**src/sha1d_pkg.sv**
```systemverilog
// Shared types and constants for the SHA-1 digest block.
package sha1d_pkg;

    localparam int Sha1dLengthBits = 64;
    localparam int Sha1dQueueDepth = 4;

    localparam logic [7:0] PadByte = 8'h80;

    localparam logic [31:0] InitH [5] = '{
        32'h67452301, 32'hEFCDAB89, 32'h98BADCFE, 32'h10325476, 32'hC3D2E1F0
    };

    localparam logic [31:0] RoundK0 = 32'h5A827999;
    localparam logic [31:0] RoundK1 = 32'h6ED9EBA1;
    localparam logic [31:0] RoundK2 = 32'h8F1BBCDC;
    localparam logic [31:0] RoundK3 = 32'hCA62C1D6;

    // One queued message word, big-endian, and whether it closes the message.
    typedef struct packed {
        logic [31:0] word;
        logic        final_word;
    } t_q_entry;

    // Queue status seen by the front and back.
    typedef struct packed {
        logic full;
        logic empty;
    } t_q_status;

endpackage

```
**src/sha1d_fifo.sv**
```systemverilog
// Short word queue between the byte front end and the compression engine.
module sha1d_fifo
    import sha1d_pkg::*;
#(
    parameter int DEPTH = Sha1dQueueDepth
) (
    input  logic      i_clk,
    input  logic      i_rst_n,
    input  logic      i_push,
    input  t_q_entry  i_push_data,
    input  logic      i_pop,
    output t_q_entry  o_head,
    output t_q_status o_status
);

    localparam int PtrW = (DEPTH > 1) ? $clog2(DEPTH) : 1;
    localparam int CntW = $clog2(DEPTH + 1);

    t_q_entry            r_mem [DEPTH];
    logic [PtrW-1:0]     r_wr_ptr, n_wr_ptr;
    logic [PtrW-1:0]     r_rd_ptr, n_rd_ptr;
    logic [CntW-1:0]     r_count, n_count;
    logic                do_push, do_pop;

    assign o_status.full  = (r_count == CntW'(DEPTH));
    assign o_status.empty = (r_count == '0);
    assign o_head         = r_mem[r_rd_ptr];

    assign do_push = i_push && !o_status.full;
    assign do_pop  = i_pop && !o_status.empty;

    always_comb begin
        n_wr_ptr = r_wr_ptr;
        n_rd_ptr = r_rd_ptr;
        n_count  = r_count;
        if (do_push) begin
            n_wr_ptr = (r_wr_ptr == PtrW'(DEPTH - 1)) ? '0 : r_wr_ptr + 1'b1;
        end
        if (do_pop) begin
            n_rd_ptr = (r_rd_ptr == PtrW'(DEPTH - 1)) ? '0 : r_rd_ptr + 1'b1;
        end
        if (do_push && !do_pop) begin
            n_count = r_count + 1'b1;
        end else if (do_pop && !do_push) begin
            n_count = r_count - 1'b1;
        end
    end

    always_ff @(posedge i_clk) begin
        if (!i_rst_n) begin
            r_wr_ptr <= '0;
            r_rd_ptr <= '0;
            r_count  <= '0;
        end else begin
            r_wr_ptr <= n_wr_ptr;
            r_rd_ptr <= n_rd_ptr;
            r_count  <= n_count;
        end
    end

    always_ff @(posedge i_clk) begin
        if (do_push) begin
            r_mem[r_wr_ptr] <= i_push_data;
        end
    end

endmodule

```
**src/sha1d_front.sv**
```systemverilog
// Byte front end: takes requests, counts length, packs words and pads.
module sha1d_front
    import sha1d_pkg::*;
#(
    parameter int LENGTH_BITS = Sha1dLengthBits
) (
    input  logic      i_clk,
    input  logic      i_rst_n,
    input  logic      i_valid,
    output logic      o_stall,
    input  logic [7:0] i_data_byte,
    input  logic      i_byte_present,
    input  logic      i_last,
    input  t_q_status i_q_status,
    output logic      o_push,
    output t_q_entry  o_push_data
);

    typedef enum logic [3:0] {
        F_IN   = 4'b0001,
        F_P80  = 4'b0010,
        F_ZERO = 4'b0100,
        F_LEN  = 4'b1000
    } t_front_state;

    t_front_state          r_state, n_state;
    logic [5:0]            r_pos, n_pos;       // byte position within block
    logic [23:0]           r_word, n_word;     // bytes gathered so far
    logic [LENGTH_BITS-1:0] r_len, n_len;
    logic                  emit;
    logic [7:0]            emit_byte;
    logic                  final_byte;
    logic                  in_acc;
    logic [63:0]           len_shift;

    assign o_stall   = !((r_state == F_IN) && !i_q_status.full);
    assign in_acc    = i_valid && !o_stall;
    assign len_shift = 64'(r_len) << {r_pos[2:0], 3'b000};

    always_comb begin
        n_state    = r_state;
        n_len      = r_len;
        emit       = 1'b0;
        emit_byte  = '0;
        final_byte = 1'b0;
        unique case (r_state)
            F_IN: begin
                if (in_acc) begin
                    if (i_byte_present) begin
                        emit      = 1'b1;
                        emit_byte = i_data_byte;
                        n_len     = r_len + LENGTH_BITS'(8);
                    end
                    if (i_last) begin
                        n_state = F_P80;
                    end
                end
            end
            F_P80: begin
                if (!i_q_status.full) begin
                    emit      = 1'b1;
                    emit_byte = PadByte;
                    n_state   = (r_pos == 6'd55) ? F_LEN : F_ZERO;
                end
            end
            F_ZERO: begin
                if (!i_q_status.full) begin
                    emit = 1'b1;
                    if (r_pos == 6'd55) begin
                        n_state = F_LEN;
                    end
                end
            end
            F_LEN: begin
                if (!i_q_status.full) begin
                    emit      = 1'b1;
                    emit_byte = len_shift[63:56];
                    if (r_pos == 6'd63) begin
                        final_byte = 1'b1;
                        n_len      = '0;
                        n_state    = F_IN;
                    end
                end
            end
            default: n_state = F_IN;
        endcase
    end

    always_comb begin
        n_pos  = r_pos;
        n_word = r_word;
        if (emit) begin
            n_pos  = r_pos + 1'b1;
            n_word = {r_word[15:0], emit_byte};
        end
    end

    assign o_push                 = emit && (r_pos[1:0] == 2'b11);
    assign o_push_data.word       = {r_word, emit_byte};
    assign o_push_data.final_word = final_byte;

    always_ff @(posedge i_clk) begin
        if (!i_rst_n) begin
            r_state <= F_IN;
            r_pos   <= '0;
            r_len   <= '0;
        end else begin
            r_state <= n_state;
            r_pos   <= n_pos;
            r_len   <= n_len;
        end
    end

    always_ff @(posedge i_clk) begin
        r_word <= n_word;
    end

endmodule

```
**src/sha1d_back.sv**
```systemverilog
// Compression engine: schedule load, 80 rounds, chaining update, digest out.
module sha1d_back
    import sha1d_pkg::*;
(
    input  logic        i_clk,
    input  logic        i_rst_n,
    input  t_q_entry    i_head,
    input  t_q_status   i_q_status,
    output logic        o_pop,
    output logic        o_valid,
    input  logic        i_stall,
    output logic [31:0] o_digest_h0,
    output logic [31:0] o_digest_h1,
    output logic [31:0] o_digest_h2,
    output logic [31:0] o_digest_h3,
    output logic [31:0] o_digest_h4
);

    typedef enum logic [2:0] {
        B_LOAD  = 3'b001,
        B_ROUND = 3'b010,
        B_DONE  = 3'b100
    } t_back_state;

    t_back_state r_state, n_state;
    logic [6:0]  r_cnt, n_cnt;
    logic        r_final;
    logic [31:0] r_w [16];
    logic [31:0] r_a, r_b, r_c, r_d, r_e;
    logic [31:0] r_h [5];
    logic [31:0] r_out [5];
    logic        r_out_valid;

    logic        shift_en;
    logic [31:0] shift_in;
    logic [31:0] sched_x;
    logic [31:0] f_val, k_val, tmp;
    logic [31:0] sums [5];
    logic        out_free;
    logic        load_start, out_load;

    assign out_free = !r_out_valid || !i_stall;
    assign o_pop    = (r_state == B_LOAD) && !i_q_status.empty;

    assign sched_x = r_w[13] ^ r_w[8] ^ r_w[2] ^ r_w[0];

    // Round function and constant by quarter.
    always_comb begin
        if (r_cnt < 7'd20) begin
            f_val = (r_b & r_c) | (~r_b & r_d);
            k_val = RoundK0;
        end else if (r_cnt < 7'd40) begin
            f_val = r_b ^ r_c ^ r_d;
            k_val = RoundK1;
        end else if (r_cnt < 7'd60) begin
            f_val = (r_b & r_c) | (r_b & r_d) | (r_c & r_d);
            k_val = RoundK2;
        end else begin
            f_val = r_b ^ r_c ^ r_d;
            k_val = RoundK3;
        end
    end

    assign tmp = {r_a[26:0], r_a[31:27]} + f_val + r_e + k_val + r_w[0];

    assign sums[0] = r_h[0] + r_a;
    assign sums[1] = r_h[1] + r_b;
    assign sums[2] = r_h[2] + r_c;
    assign sums[3] = r_h[3] + r_d;
    assign sums[4] = r_h[4] + r_e;

    always_comb begin
        n_state    = r_state;
        n_cnt      = r_cnt;
        shift_en   = 1'b0;
        shift_in   = i_head.word;
        load_start = 1'b0;
        out_load   = 1'b0;
        unique case (r_state)
            B_LOAD: begin
                if (o_pop) begin
                    shift_en = 1'b1;
                    if (r_cnt == 7'd15) begin
                        load_start = 1'b1;
                        n_cnt      = '0;
                        n_state    = B_ROUND;
                    end else begin
                        n_cnt = r_cnt + 1'b1;
                    end
                end
            end
            B_ROUND: begin
                shift_en = 1'b1;
                shift_in = {sched_x[30:0], sched_x[31]};
                if (r_cnt == 7'd79) begin
                    n_cnt   = '0;
                    n_state = B_DONE;
                end else begin
                    n_cnt = r_cnt + 1'b1;
                end
            end
            B_DONE: begin
                if (!r_final) begin
                    n_state = B_LOAD;
                end else if (out_free) begin
                    out_load = 1'b1;
                    n_state  = B_LOAD;
                end
            end
            default: n_state = B_LOAD;
        endcase
    end

    always_ff @(posedge i_clk) begin
        if (!i_rst_n) begin
            r_state     <= B_LOAD;
            r_cnt       <= '0;
            r_out_valid <= 1'b0;
            for (int i = 0; i < 5; i++) begin
                r_h[i] <= InitH[i];
            end
        end else begin
            r_state <= n_state;
            r_cnt   <= n_cnt;
            if (out_load) begin
                r_out_valid <= 1'b1;
            end else if (!i_stall) begin
                r_out_valid <= 1'b0;
            end
            if (r_state == B_DONE) begin
                if (!r_final) begin
                    for (int i = 0; i < 5; i++) begin
                        r_h[i] <= sums[i];
                    end
                end else if (out_load) begin
                    for (int i = 0; i < 5; i++) begin
                        r_h[i] <= InitH[i];
                    end
                end
            end
        end
    end

    always_ff @(posedge i_clk) begin
        if (shift_en) begin
            for (int i = 0; i < 15; i++) begin
                r_w[i] <= r_w[i+1];
            end
            r_w[15] <= shift_in;
        end
        if (load_start) begin
            r_final <= i_head.final_word;
            r_a     <= r_h[0];
            r_b     <= r_h[1];
            r_c     <= r_h[2];
            r_d     <= r_h[3];
            r_e     <= r_h[4];
        end else if (r_state == B_ROUND) begin
            r_a <= tmp;
            r_b <= r_a;
            r_c <= {r_b[1:0], r_b[31:2]};
            r_d <= r_c;
            r_e <= r_d;
        end
        if (out_load) begin
            for (int i = 0; i < 5; i++) begin
                r_out[i] <= sums[i];
            end
        end
    end

    assign o_valid     = r_out_valid;
    assign o_digest_h0 = r_out[0];
    assign o_digest_h1 = r_out[1];
    assign o_digest_h2 = r_out[2];
    assign o_digest_h3 = r_out[3];
    assign o_digest_h4 = r_out[4];

endmodule

```
**src/sha1_digest.sv**
```systemverilog
// SHA-1 digest top level: byte front end, word queue, compression engine.
//
// Input channel: one request per byte (i_data_byte, i_byte_present, i_last),
// taken on a rising edge with i_valid high and o_stall low. A request with
// i_byte_present low and i_last low changes nothing; i_last high closes the
// message (after its byte, if one is present), even for an empty message.
// Output channel: one request per message with the five digest words, held
// in an output register until taken (o_valid high, i_stall low).
// Flow: the front end takes one byte a cycle while the queue has room,
// packing four bytes into a word for a four-entry queue. The engine loads
// 16 words and then runs one round per cycle for 80 rounds plus one
// chaining update; the queue takes only 16 bytes meanwhile, so the input
// stalls while the queue is full. After the last request the front end
// writes padding and length one byte a cycle while the queue has room (up
// to 72 bytes, input stalled), so the digest appears after the padding and
// a final compression, later still while the receiver stalls.
// Reset (synchronous, active low) restores the initial chaining words and
// clears length, position and the output valid. While the receiver stalls
// the digest holds; the engine waits before overwriting it, and the input
// keeps flowing until the queue fills.
module sha1_digest
    import sha1d_pkg::*;
#(
    parameter int LENGTH_BITS = Sha1dLengthBits,
    parameter int QUEUE_DEPTH = Sha1dQueueDepth
) (
    input  logic        i_clk,
    input  logic        i_rst_n,
    input  logic        i_valid,
    output logic        o_stall,
    input  logic [7:0]  i_data_byte,
    input  logic        i_byte_present,
    input  logic        i_last,
    output logic        o_valid,
    input  logic        i_stall,
    output logic [31:0] o_digest_h0,
    output logic [31:0] o_digest_h1,
    output logic [31:0] o_digest_h2,
    output logic [31:0] o_digest_h3,
    output logic [31:0] o_digest_h4
);

    logic      q_push;
    logic      q_pop;
    t_q_entry  q_push_data;
    t_q_entry  q_head;
    t_q_status q_status;

    // Front end: length count, word packing, padding and length field.
    sha1d_front #(
        .LENGTH_BITS(LENGTH_BITS)
    ) u_front (
        .i_clk          (i_clk),
        .i_rst_n        (i_rst_n),
        .i_valid        (i_valid),
        .o_stall        (o_stall),
        .i_data_byte    (i_data_byte),
        .i_byte_present (i_byte_present),
        .i_last         (i_last),
        .i_q_status     (q_status),
        .o_push         (q_push),
        .o_push_data    (q_push_data)
    );

    sha1d_fifo #(
        .DEPTH(QUEUE_DEPTH)
    ) u_fifo (
        .i_clk       (i_clk),
        .i_rst_n     (i_rst_n),
        .i_push      (q_push),
        .i_push_data (q_push_data),
        .i_pop       (q_pop),
        .o_head      (q_head),
        .o_status    (q_status)
    );

    // Back end: schedule, rounds, chaining words, digest register.
    sha1d_back u_back (
        .i_clk       (i_clk),
        .i_rst_n     (i_rst_n),
        .i_head      (q_head),
        .i_q_status  (q_status),
        .o_pop       (q_pop),
        .o_valid     (o_valid),
        .i_stall     (i_stall),
        .o_digest_h0 (o_digest_h0),
        .o_digest_h1 (o_digest_h1),
        .o_digest_h2 (o_digest_h2),
        .o_digest_h3 (o_digest_h3),
        .o_digest_h4 (o_digest_h4)
    );

endmodule

```
**config.mk**
```make
export PLATFORM = sky130hd
export DESIGN_NAME = sha1_digest
export DESIGN_NICKNAME = d
export VERILOG_FILES = /design/src/sha1d_pkg.sv /design/src/sha1d_fifo.sv /design/src/sha1d_front.sv /design/src/sha1d_back.sv /design/src/sha1_digest.sv
export SDC_FILE = /design/constraint.sdc
export NUM_CORES = 2
export LEC_CHECK = 0
export BUFFER_PORTS_ARGS = -buffer_cell sky130_fd_sc_hd__buf_2
export CAP_MARGIN = 15
export CORE_ASPECT_RATIO = 0.75
export CORE_MARGIN = 5
export CORE_UTILIZATION = 46
export DETAILED_ROUTE_END_ITERATION = 8
export MAX_ROUTING_LAYER = met4
export PLACE_DENSITY_LB_ADDON = 0.2
export SETUP_SLACK_MARGIN = 0.02
export SYNTH_ARGS = -nofsm -noshare
export SYNTH_HDL_FRONTEND = slang
export SYNTH_SLANG_ARGS = --single-unit
export TNS_END_PERCENT = 50
```
**constraint.sdc**
```tcl
create_clock -name i_clk -period 18.1 [get_ports i_clk]
set_input_delay 1.81 -clock i_clk [delete_from_list [all_inputs] [get_ports i_clk]]
set_output_delay 1.81 -clock i_clk [all_outputs]
set_load 0.1 [all_outputs]
```
Word level (Yosys, flattened, before mapping):

Memory sizes are Yosys's and may differ from the RTL's. A register that Yosys moved wholly into a read port is not among the register bits.
Cells that the tools add are included.

* flip-flop bits (word level): 277
* memory bits (writable): 964
* input bits: 14
* output and inout port bits: 162
* memories: 4

Memory list
* u_back.r_w: depth 16, width 32, read ports 16, clocked after memory_dff 0, write ports 16, line sha1d_back.sv:28 `logic [31:0] r_w [16];`
* u_back.r_h: depth 5, width 32, read ports 5, clocked after memory_dff 0, write ports 5, line sha1d_back.sv:30 `logic [31:0] r_h [5];`
* u_back.r_out: depth 5, width 32, read ports 5, clocked after memory_dff 0, write ports 5, line sha1d_back.sv:31 `logic [31:0] r_out [5];`
* u_fifo.r_mem: depth 4, width 33, read ports 1, clocked after memory_dff 1, write ports 1, line sha1d_fifo.sv:19 `t_q_entry r_mem [DEPTH];`

* add/subtract/negate cells: 16
* order comparisons: 3
* eq/ne operators: 28
* shift operators: 1
* multiplexer cells: 94
* bitwise logic cells: 23
* reductions and logical operators: 26

Operator list (count)
* 2-to-1 mux 32 bit: 26
* adder 32 bit: 9
* 2-to-1 mux 64 bit: 4
* XOR 32 bit: 5
* bitwise AND 32 bit: 4
* one-hot mux 64 bit (2 select lines): 1
* bitwise OR 32 bit: 3
* adder 64 x 4 -> 64 bit (second input constant): 1
* left shift 64 x 6 -> 64 bit: 1
* 2-to-1 mux 4 bit: 8
* 2-to-1 mux 8 bit: 4
* NOT 32 bit: 1
* 2-to-1 mux 31 bit: 1
* 2-to-1 mux 1 bit: 30
* one-hot mux 8 bit (3 select lines): 1
* 2-to-1 mux 3 bit: 7
* 2-to-1 mux 7 bit: 3
* one-hot mux 4 bit (4 select lines): 1
* less-than comparator 7 x 6 -> 1 bit (second input constant): 2
* != test 2 bit (second input constant): 7
* one-hot mux 7 bit (2 select lines): 1
* equality test 6 bit (second input constant): 2
* != test 2 x 1 -> 1 bit (second input constant): 5
* bitwise OR 1 bit: 10
* 30 further kinds: 54

Longest topological paths before layout:

* word-level depth: 12
* mapped depth: 25

Cells and area by module:

Synthesis repeated with hierarchy kept, for this count alone.

* cells, all modules: 4474
* area total of the unflattened synthesis: 58586.2 sq um

By module, submodules not included
* sha1d_back: times used 1, cells an instance 3640, area an instance 47943.5 sq um
* sha1d_front: times used 1, cells an instance 610, area an instance 5353.9 sq um
* sha1d_fifo: times used 1, cells an instance 224, area an instance 5288.8 sq um

Least setup slack after synthesis:

No wires, ideal clock.

* kind: input to register
* start point: in i_stall
* end point: mem u_back.r_h[0][0], enable pin
* library setup time: 0.900 ns
* arrival time: 13.160 ns
* slack: 4.040 ns
* stages on the path: 2
* path buffers: 0
* cells stage by stage: and3_1 > o21ai_0

RTL lines
* from (decl): line sha1_digest.sv:35 `input logic i_stall,`
* to (decl): line sha1d_back.sv:30

Worst setup path in the final report:

* start point: reg u_back.r_cnt[6]
* end point: reg u_back.r_a[29], data pin

* cells in the longest elaborated chain, start to end: 10
* elaborated cells on any way between the ends: 19

Ends and longest elaborated chain
* from (decl): line sha1d_back.sv:26 `logic [6:0] r_cnt, n_cnt;`
* from (signal assigned): line sha1d_back.sv:124 `r_cnt <= n_cnt;`
* less-than comparator 7 x 6 -> 1 bit: line sha1d_back.sv:55 `end else if (r_cnt < 7'd60) begin`
* 2-to-1 mux 32 bit: line sha1d_back.sv:55
* 2-to-1 mux 32 bit: line sha1d_back.sv:52 `end else if (r_cnt < 7'd40) begin`
* 2-to-1 mux 32 bit: line sha1d_back.sv:49 `if (r_cnt < 7'd20) begin`
* adder 32 bit (4 in a row): line sha1d_back.sv:64 `assign tmp = {r_a[26:0], r_a[31:27]} + f_val + r_e + k_val + r_w[0];`
* 2-to-1 mux 32 bit: line sha1d_back.sv:158 `end else if (r_state == B_ROUND) begin`
* 2-to-1 mux 32 bit (*): line sha1d_back.sv:151 `if (load_start) begin`
* to (signal assigned): line sha1d_back.sv:153 `r_a <= r_h[0];`
* to (signal assigned): line sha1d_back.sv:159 `r_a <= tmp;`
* to (decl): line sha1d_back.sv:29 `logic [31:0] r_a, r_b, r_c, r_d, r_e;`

Every way passes the cells marked *; elsewhere a longest branch is shown, timed or not. The select of a mux whose other input is x is not followed.
A chain may end at the register's enable or synchronous reset.

==> summary.txt <==
GRT
  • First-pass GRT wire length: 213000 um
  • Largest net degree at the start of global routing: 161
  • GR Overflow Total: 0
  • Initial antenna violation count: 6
  • GRT met2 Usage: 31.2%
  • GRT Util Overall: 22.2%
  • GR met1 Demand/Resource: 33.1%
  • Vias in the first global route: 33.0k
  • Layer with the highest usage: met1
  • Met3 Resource Use GR: 4.77%

Synth
  • Syn_nets: 4684
  • Synth Area per Inst: 13.3 sq um
  • Syn Std Cell Area: 57900 sq um
  • Number of flops mapped to enable cells by yosys: 1149
  • Cell taking the most area after synthesis: edfxtp_1
  • Simple-Gate Fraction of Synth Area: 10.2%
  • Cell count after synthesis: 4341
  • Synth Area in XOR/XNOR: 4.90%
  • Top post-synthesis cells by area: edfxtp_1 60%, ha_1 4.5%, fa_1 4.1%
  • Post-synth top area share: 59.6%
  • Post-Synth Adder-Cell Area: 8.67%
  • Syn. warnings: 0
  • Synth async-reset ratio: 0%
  • Post-synth top flop: edfxtp_1
  • Seq/Total Area, Yosys: 62.7%
  • Register bit total from synthesis: 1240
  • Synth unique cells: 96
  • Complex-gate fraction of the synthesized area: 8.24%
  • Largest family of logic cells by synthesized area: simple AND/OR/NAND/NOR gates
  • Multiplexer share of the synthesized area: 2.90%

Clock network
  • Hold-fix buffers, CTS: 0
  • Clock transition at path regs: 70 ps
  • Sink Count: 1240
  • CTS tree: built
  • Clock buffer count from CTS: 118
  • Worst skew pair latency: 780 ps
  • Max Root-Sink Buffers: 3
  • CTS root buf: clkbuf_16
  • Number of setup buffers added after CTS: 0
  • H-tree depth: 3
  • CTS resizes: 0

Hold path
  • Hold Path End: u_back.r_w[1][167]
  • Hold Startpoint: u_back.r_w[1][199]
  • Worst Hold Depth: 0
  • Worst hold-check path type: flip-flop to flip-flop

Drt
  • Drt first pass iters: 6
  • Vias: 34.8k
  • Avg Vias per Cell: 5.52
  • Wire per inst: 23.0 um
  • DR iter-0 viols: 3630
  • Number of nets with antenna violations after routing: 0
  • WL final: 145000 um
  • DRC Markers: 0

Pwr
  • Peak supply drop: 0.109 mV
  • Leakage power: 24.0 nW
  • Pwr Density: 149 nW/um^2

Placed design
  • Port bufs: 175
  • Dpl cells: 6069
  • Hpwl dp: 103000 um
  • Placer Congestion: 0.951

Critical path
  • Worst reg2reg endpoint: u_back.r_a[29]
  • Critical Path Start: u_back.r_cnt[6]
  • CP arrival: 7810 ps
  • Setup crit start kind: flip-flop
  • CP required: 18610 ps
  • Worst Path Max Fanout: 19
  • Critical path type: flip-flop to flip-flop
  • Reg-to-Reg Start: u_back.r_cnt[6]
  • Worst reg-to-reg setup slack: 10800 ps
  • R2R depth: 22
  • Critical Path End Type: flip-flop

Floorplanning
  • Initial Util: 46.4%
  • Row Count: 112
  • Die Ht: 317 um
  • Num ports: 176
  • Die area: 133000 sq um
  • Die width: 420 um
  • CORE AREA: 125000 sq um

Timing
  • Slew headroom: 12.9%
  • RSZ-0062 raised after global routing: no
  • Slew @ Worst Pin: 1310 ps
  • Min cycle time layout: 7300 ps
  • Final-report max-slew violation count: 0
  • Setup violations, final: 0
  • Post-route setup TNS: 0 ps
  • Hold WS: 405 ps
  • Fin crit share: 40.3%
  • Post-Route Skew: 68.8 ps
  • Fin. Hold Viols: 0
  • Fmax: 137 MHz

Status
  • Status: complete, no violations

Finish
  • Share of cells above drive strength 1: 10.9%
  • Multi-input logic area: 20200 sq um
  • Layout area overhead: 11.8%
  • Final std cells w/o fill: 6296
  • Layout filler cell count: 10.6k
  • Sequential Area: 36300 sq um
  • Post-layout nets: 4879

Job
  • MaxCap Viol Count: 0
==> routing by layer <==
| metal | wire, um | vias to the layer above | share of wire, % |
|---|---|---|---|
| met5 | 0 | - | 0 |
| met3 | 10400 | 181 | 7.2 |
| li1 | - | 16152 | - |
| met4 | 3310 | 0 | 2.3 |
| met1 | 70000 | 17363 | 48 |
| met2 | 61200 | 1058 | 42 |
==> kinds of logic after synthesis <==
logic type,Yosys count
buf+inv,369
simple gates,1244
flops,1240
xor+xnor,324
fa+ha+maj,329
mux,109
compound gates,726
==> stage by stage <==
step	setup slack [ps]	area, sq um	util (%)	power, mW
after CTS	10820	64700	51.9	9.74
after detailed placement	10830	60700	48.6	7.13
after global routing	10460	64700	51.9	10.2
after floorplan	4040	57900	-	6.73
after global placement	10840	60700	48.6	7.07
final	10800	64700	51.9	9.66
==> worst max-delay path: stages (launching register included) <==
cell and delay (ps):
dfxtp_1 530, nor2_1 90, nand2_1 70, buf_4 260, nand2_1 460, nand2_1 870, inv_2 410, o221a_2 380
fa_1 460, fa_1 510, inv_1 50, fa_1 500, inv_1 40, ha_1 420, nand4_1 140, o211ai_1 100
o41a_1 410, a2bb2oi_1 160, o21ai_0 220, o31ai_1 440, nand2b_1 100, a211oi_1 250, o21ai_0 130
==> Yosys cell counts (59+ instances only) <==
master	instances
inv_1	235
nand2b_1	101
and2_1	92
edfxtp_1	1149
o21ai_0	178
nand3_1	59
fa_1	120
dfxtp_1	91
a21oi_1	179
nand2_1	526
a21o_1	106
nor2_1	231
xor2_1	95
ha_1	209
xnor2_1	229
clkbuf_1	121
==> report_power, final <==
group          leakage [nW]  switching, mW  internal, mW
clock                  1.96           1.11          1.46
sequential             11.5          0.337          4.25
combinational          10.5           1.52         0.971
total                  24.0           2.97          6.68
==> sequential cells by signal, summed over array words and instances (netlist names), 4 cells and up, named ones only <==
signal,flops
u_front.r_state,4
u_fifo.r_mem,132
u_front.r_word,24
u_back.r_h,160
u_back.r_e,32
u_back.r_out,160
u_back.r_d,32
u_back.r_w,512
u_back.r_a,32
u_front.r_pos,6
u_back.r_c,32
u_back.r_cnt,7
u_back.r_b,32
u_front.r_len,61
==> placed cells by master (no fill, tap or decap), types with 11 or more instances in the layout <==
cell type | synthesis | routed
buf_2 | 5 | 175
nand2b_1 | 101 | 100
xor2_1 | 95 | 95
nor2_1 | 231 | 231
and3_1 | 42 | 42
dfxtp_1 | 91 | 90
a21oi_1 | 179 | 178
fa_1 | 120 | 120
nor2b_1 | 49 | 49
a21boi_0 | 11 | 11
ha_1 | 209 | 209
mux4_2 | 46 | 46
mux2i_1 | 52 | 52
o21a_1 | 26 | 26
a221o_1 | 13 | 13
o211ai_1 | 16 | 16
nand3_1 | 59 | 59
a211oi_1 | 26 | 26
nand2_1 | 526 | 523
or3_1 | 17 | 17
clkinv_2 | 0 | 28
a21o_1 | 106 | 106
edfxtp_1 | 1149 | 1149
clkinv_1 | 1 | 21
o21ai_0 | 178 | 176
nor3_1 | 50 | 50
buf_4 | 0 | 29
a31oi_1 | 21 | 21
clkbuf_1 | 121 | 19
nand4_1 | 26 | 26
inv_1 | 235 | 235
o31ai_1 | 12 | 12
xnor2_1 | 229 | 229
clkbuf_16 | 0 | 120
bufinv_16 | 0 | 16
and2_1 | 92 | 92
o21bai_1 | 21 | 21
==> final cells by class <==
class,count,area share [%]
inverters,238,1.39
flip-flops and latches,1240,56.1
diodes,3,0.0116
repair buffers,206,1.75
clock buffers,141,4.79
multi-input cells,2732,31.3
well taps,1653,3.20
clock inverters,83,1.43
==> how the worst max path moves through the flow <==
stage                                   to  slack, ps  cells after the start
after floorplan           u_back.r_h[0][0]       4040                      2
after global placement      u_back.r_a[29]      10840                     22
after detailed placement    u_back.r_a[29]      10830                     22
after CTS                   u_back.r_a[29]      10820                     22
after global routing        u_back.r_a[29]      10460                     22
final                       u_back.r_a[29]      10800                     22
Note: power is estimated with default switching activity, not from simulation.
